===== config.mk =====
export PLATFORM = sky130hd
export DESIGN_NAME = fau_front
export DESIGN_NICKNAME = d
export VERILOG_FILES = /design/src/fau_pkg.sv /design/src/fau_front.sv
export SDC_FILE = /design/constraint.sdc
export NUM_CORES = 1
export LEC_CHECK = 0
export BUFFER_PORTS_ARGS = -buffer_cell sky130_fd_sc_hd__buf_2
export CORE_MARGIN = 3
export CORE_UTILIZATION = 30
export CTS_CLUSTER_SIZE = 20
export DETAILED_ROUTE_END_ITERATION = 16
export GPL_ROUTABILITY_DRIVEN = 0
export PLACE_DENSITY = 0.51
export SETUP_SLACK_MARGIN = 0.5
export SKIP_CTS_REPAIR_TIMING = 1
export SYNTH_ARGS = -nofsm -noshare
export SYNTH_HDL_FRONTEND = slang
export SYNTH_SLANG_ARGS = --single-unit

===== constraint.sdc =====
create_clock -name clk -period 7.6 [get_ports clk]
set_input_delay 0 -clock clk [delete_from_list [all_inputs] [get_ports clk]]
set_output_delay 0 -clock clk [all_outputs]
set_load 0.1 [all_outputs]

===== src/fau_pkg.sv =====
// shared types, constants and helpers of the fraction arithmetic unit
`timescale 1ns / 1ps
package fau_pkg;

  localparam int VALUE_WIDTH = 32;
  localparam logic [63:0] LIM = (64'd1 << (VALUE_WIDTH - 1)) - 64'd1;

  localparam logic [1:0] CMD_ADD = 2'd0;
  localparam logic [1:0] CMD_SUB = 2'd1;
  localparam logic [1:0] CMD_MUL = 2'd2;
  localparam logic [1:0] CMD_DIV = 2'd3;

  localparam logic [1:0] ST_OK   = 2'd0;
  localparam logic [1:0] ST_ZERO = 2'd1;
  localparam logic [1:0] ST_OVF  = 2'd2;

  // classified transaction as held in the queue
  typedef struct packed {
    logic [1:0]  cmd;
    logic        err;
    logic        san;
    logic        sad;
    logic        sbn;
    logic        sbd;
    logic [31:0] an;
    logic [31:0] ad;
    logic [31:0] bn;
    logic [31:0] bd;
  } item_t;

  typedef struct packed {
    logic  valid;
    item_t item;
  } q_head_t;

  function automatic logic [31:0] mag32(input logic [31:0] v);
    mag32 = v[31] ? (~v + 32'd1) : v;
  endfunction

endpackage


===== src/fau_front.sv =====
// front end: sign/magnitude split, error classification and a two-entry queue
`timescale 1ns / 1ps
module fau_front (
  input  logic                 clk,
  input  logic                 rst_n,
  input  logic                 in_valid,
  output logic                 in_stall,
  input  logic [1:0]           in_cmd,
  input  logic [31:0]          in_a_num,
  input  logic [31:0]          in_a_den,
  input  logic [31:0]          in_b_num,
  input  logic [31:0]          in_b_den,
  output fau_pkg::q_head_t     q_head,
  input  logic                 q_pop
);

  fau_pkg::item_t entry_r [2];
  logic           wr_ptr_r, wr_ptr_nxt;
  logic           rd_ptr_r, rd_ptr_nxt;
  logic [1:0]     count_r, count_nxt;
  fau_pkg::item_t new_item;
  logic           push;

  always_comb begin
    new_item.cmd = in_cmd;
    new_item.san = in_a_num[31];
    new_item.sad = in_a_den[31];
    new_item.sbn = in_b_num[31];
    new_item.sbd = in_b_den[31];
    new_item.an  = fau_pkg::mag32(in_a_num);
    new_item.ad  = fau_pkg::mag32(in_a_den);
    new_item.bn  = fau_pkg::mag32(in_b_num);
    new_item.bd  = fau_pkg::mag32(in_b_den);
    new_item.err = (in_a_den == 32'd0) || (in_b_den == 32'd0) ||
                   ((in_cmd == fau_pkg::CMD_DIV) && (in_b_num == 32'd0));
  end

  assign in_stall = (count_r == 2'd2);
  assign push     = in_valid && !in_stall;

  assign q_head.valid = (count_r != 2'd0);
  assign q_head.item  = entry_r[rd_ptr_r];

  always_comb begin
    wr_ptr_nxt = push ? ~wr_ptr_r : wr_ptr_r;
    rd_ptr_nxt = q_pop ? ~rd_ptr_r : rd_ptr_r;
    count_nxt  = count_r + {1'b0, push} - {1'b0, q_pop};
  end

  always_ff @(posedge clk) begin
    if (!rst_n) begin
      wr_ptr_r <= 1'b0;
      rd_ptr_r <= 1'b0;
      count_r  <= 2'd0;
    end else begin
      wr_ptr_r <= wr_ptr_nxt;
      rd_ptr_r <= rd_ptr_nxt;
      count_r  <= count_nxt;
    end
  end

  always_ff @(posedge clk) begin
    if (push) begin
      entry_r[wr_ptr_r] <= new_item;
    end
  end

  assert property (@(posedge clk) disable iff (!rst_n) q_pop |-> q_head.valid)
    else $error("pop from empty queue");
  assert property (@(posedge clk) disable iff (!rst_n)
    (count_r == 2'd2) && !q_pop |=> count_r == 2'd2)
    else $error("queue count lost an entry");
  assert property (@(posedge clk) disable iff (!rst_n)
    (count_r == 2'd0) && !push |=> count_r == 2'd0)
    else $error("queue count grew without a push");

endmodule


# Word level (Yosys, flattened, before mapping)
# Memory sizes are Yosys's and may differ from the RTL's. A register that Yosys moved wholly into a read port is not among the register bits.
# Cells that the tools add are included.
[classes] n_addsub=6 n_eq_ne=2 mux=8 bitwise=6 reduce_logical=9
[op_table] cell="32-bit by 1-bit adder with 32-bit output, second input constant" n=4
[op_table] cell="32-bit two-way mux" n=4
[op_table] cell="32-bit NOT" n=4
[op_table] cell="32-bit logical NOT" n=3
[op_table] cell="2-bit equality test, second input constant" n=2
[op_table] cell="1-bit two-way mux" n=4
[op_table] cell="2-bit by 1-bit adder with 2-bit output" n=1
[op_table] cell="1-bit logical AND" n=2
[op_table] cell="1-bit logical OR" n=2
[op_table] cell="1-bit NOT" n=2
[op_table] cell="2-bit nonzero test" n=1
[op_table] cell="2-bit by 1-bit subtractor with 2-bit output" n=1
[op_table] cell="1-bit logical NOT" n=1
[word_totals] reg_bits=4 mem_bits_rw=270 inputBits=134 out_inout_bits=137 wordCells=35 mem_count=1
[memory_table] name="entry_r" depth=2 word_bits=135 rd=1 rd_clocked_by_memory_dff=1 wr=1 line_no="fau_front.sv:17" source="fau_pkg::item_t entry_r [2];"

# Logic depth before layout (Yosys ltp)
[logic_depth] word_depth=5 depth_mapped=7 ltp_nobuf=7

# Worst setup path after synthesis
# No wires, ideal clock.
[synth_timing] path_type="register to register" startpoint="register count_r[0]" endpoint="memory entry_r[0][0] (netlist bit) (enable)" setup_time_ns=0.631 arrival_ns=6.163 t_required_ns=6.969 setup_slack_ns=0.806 path_stages_with_launch=4 path_buffers=0 synth_period_minus_slack_ns=6.794 cell_sequence="dfxtp_1 -> nand2b_1 -> nand2_1 -> nor2_1"
[synth_between] elab_chain_cells=5
[synth_rtl] item="start: declaration" line_no="fau_front.sv:20" source="logic [1:0] count_r, count_nxt;"
[synth_rtl] item="start signal: assignment" line_no="fau_front.sv:58" source="count_r <= count_nxt;"
[synth_rtl] item="2-bit equality test" line_no="fau_front.sv:38" source="assign in_stall = (count_r == 2'd2);"
[synth_rtl] item="1-bit logical NOT" line_no="fau_front.sv:39" source="assign push = in_valid && !in_stall;"
[synth_rtl] item="1-bit logical AND" line_no="fau_front.sv:39"
[synth_rtl] item="1-bit two-way mux" line_no="fau_front.sv:63" source="if (push) begin"
[synth_rtl] item="1-bit two-way mux (implied by the code)" line_no="fau_front.sv:64" source="entry_r[wr_ptr_r] <= new_item;"
[synth_rtl] item="end: declaration" line_no="fau_front.sv:17"
# No other way between the ends.

==> impl_metrics.yaml <==
route:
  post-route-drc-count: 0
  ant_nets: 0
  drt_first_iter_violations: 325
  drt_first_pass_iters: 4
  via_count: 8519
  viasPerCell: 4.70
  wl_per_cell_um: 18.0
  routed_wirelength_um: 32600
timing:
  finalHoldViolations: 2
  maxSlewHeadroom_pct: 33.5
  setup_tns_ns: 0
  drv_slew: 0
  setup_viol: 0
  tightest_slew_ns: 0.998
  fmax_mhz: 371
  holdWs_ns: -0.00874
  rsz0062_at_grt: "false"
  timing.final.crit_share_pct: 35.5
  finClkSkew_ns: 0.0125
  fin_crit_ns: 2.70
grt:
  grt_overflow: 0
  antenna_found_initial: 0
  grt_usage_pct: 13.6
  grt_pass1_wl_um: 46700
  first_global_vias: 7924
  grt_max_degree: 67
clock_tree:
  cts_max_level: 2
  cts_sinks: 275
  clk_pin_slew_ns: 0.05
  clk_latency_ns: 0.52
  cts_buffers: 34
  clockBufferDepth: 3
  root_buffer: "clkbuf_16"
  cts_tree: "done"
status:
  status: "complete, but fails checks"
  violations: "negative hold slack"
floorplanning:
  chipWidth_um: 211
  coreArea_mm2: 0.0413
  pin_count: 271
  start_util_pct: 30.7
  die_area_mm2: 0.0447
  fp.dieH_um: 211
  row_count: 74
yosys:
  yosysTopAreaCellShare_pct: 64.0
  synthFlopType: "edfxtp_1"
  synth_edf_count: 270
  syn_avg_cell_area_um2: 15.1
  ys_async_sr_fraction_pct: 0
  synth_cell_type_count: 38
  yosysWarningCount: 0
  synth_nets: 977
  yosysTopAreaCell: "edfxtp_1"
  synth-seq-area-share_pct: 64.8
  syn_area_mm2: 0.0127
  synth_area_leaders: "edfxtp_1 64%, mux2_2 12%, xnor2_1 8.0%"
  syn_inst: 837
  ys_ff_latch: 275
finish:
  layout-drive-gt1-share_pct: 37.6
  final.fill_count: 3864
  fin_nets: 1395
  areaGrowthSynthToFinish_pct: 35.1
  final_cell_mix: "270 x edfxtp_1, 270 x buf_2, 137 x dlygate4sd3_1"
  fin_cells: 1813
  insertedDiodeCount: 0
power_and_ir_drop:
  ir_drop_mv: 0.194
  powerDensity_mw_per_mm2: 327
  leakage_nw: 6.05
  p_total_w: 0.00560
worst_setup_path:
  critPathArrivalTime_ns: 2.97
  cp_common_cell: "dlygate4sd3_1"
  slowest_delay_ns: 0.63
  worstReg2RegStart: "count_r[0]"
  cp.required_ns: 7.87
  timing.rr.end: "entry_r[0][88]"
  crit_fanout: 16
  worstSetupStartpoint: "in_a_den[8]"
  cp_slowest_cell: "nand4_1"
  reg2reg_slack_ns: 5.42
  crit_path_start_kind: "input port"
  crit_end: "entry_r[1][87]"
  worstRegToRegCells: 4
  critical_path_class: "in2reg"
  path_cells: "dlygate4sd3_1 > buf_2 > nor3_1 > nand4_1 > o41ai_1 > xnor2_1 > dlygate4sd3_1"
  endpoint_kind: "register"
place:
  placed_cells: 1614
  hpwl_um: 21000
  port_buffers: 270
hold_path:
  hp-class: "in2reg"
flow_run:
  max_cap_violations: 0
[layout make-up]
cell class	instances	area [µm²]	area share [%]
clock inverter	22	176	1.03
timing repair buffer	416	2790	16.3
inverter	13	48.8	0.285
multi-input combinational	515	4280	25.0
sequential	275	8210	48.0
clock buffer	40	937	5.48
tap	532	666	3.89
[per-stage QoR]
| step | utilization, % | worst slack [ns] | hold WS, ns | instance area [µm²] |
|---|---|---|---|---|
| after floorplan | - | 0.806 | 0.0989 | 12700 |
| after global placement | 35.4 | 5.25 | 0.210 | 14600 |
| after detailed placement | 35.4 | 5.24 | 0.217 | 14600 |
| after CTS | 38.1 | 4.84 | -0.350 | 15700 |
| after global routing | 41.4 | 4.70 | 0.0112 | 17100 |
| final | 41.4 | 4.90 | -0.00874 | 17100 |
[critical path: cells and delay by family]
| family | cells | cell delay [ns] |
|---|---|---|
| compound gates | 1 | 0.62 |
| simple gates | 2 | 0.95 |
| xor+xnor | 1 | 0.11 |
| buf+inv | 3 | 1.28 |
[how the worst min path moves through the flow]
stage / start / end / slack (ns) / depth (start not counted)
after detailed placement: in_cmd[0] / entry_r[0][133] / 0.22 / 1
after global routing: in_b_num[1] / entry_r[1][33] / 0.01 / 3
after CTS: in_cmd[0] / entry_r[0][133] / -0.35 / 1
after global placement: in_cmd[0] / entry_r[0][133] / 0.21 / 1
final: in_b_den[1] / entry_r[0][3] / -0.009 / 3
after floorplan: in_b_den[0] / entry_r[0][0] / 0.1 / 0
[registers in the layout, summed over array words and instances (netlist names), named ones only]
name,count
count_r,2
rd_ptr_r,1
entry_r,270
wr_ptr_r,1
[synthesized netlist by cell type, types with 2 or more instances]
cell and count:
nor3_1 17, mux2_2 135, a31oi_1 3, nor2_1 15, nand4_1 7, clkbuf_1 30, and3_1 2, nor2b_1 2
nor4_1 11, xor2_1 5, nor4b_1 2, o41ai_2 6, ha_1 6, inv_1 13, buf_1 2, o41ai_1 26
xnor2_1 115, nor3b_1 2, or3_1 12, nand4b_1 2, nand3_1 8, o21ai_0 26, nand2b_1 10, edfxtp_1 270
nand2_1 36, o31ai_1 39, or4_4 3, dfxtp_1 5, and2_1 5, or2_2 6, or4_1 9
[per-layer routing]
| metal | global-route usage [%] | wire [µm] | vias to the layer above |
|---|---|---|---|
| met5 | 0 | 0 | - |
| met4 | 4.76 | 743 | 0 |
| met3 | 3.66 | 1780 | 49 |
| met2 | 22.5 | 16000 | 220 |
| met1 | 17.4 | 14100 | 4152 |
| li1 | - | - | 4098 |
[report_power, final]
part | leakage, nW | internal [W] | switching [W]
clock | 0.543 | 0.000980 | 0.000611
sequential | 2.57 | 0.00198 | 0.0000486
combinational | 2.94 | 0.000387 | 0.00159
total | 6.05 | 0.00335 | 0.00225
[kinds of logic after synthesis]
logic type / after synthesis / share of synthesized area (%)
xor gates and xnor gates: 120 / 8.30
adders and majority gates: 6 / 0.593
muxes: 135 / 12.0
DFF: 275 / 64.8
and+or+nand+nor: 152 / 6.63
buffers and inverters: 47 / 1.46
AOI/OAI and AO/OA: 102 / 6.18
(Power assumes the default switching activity.)
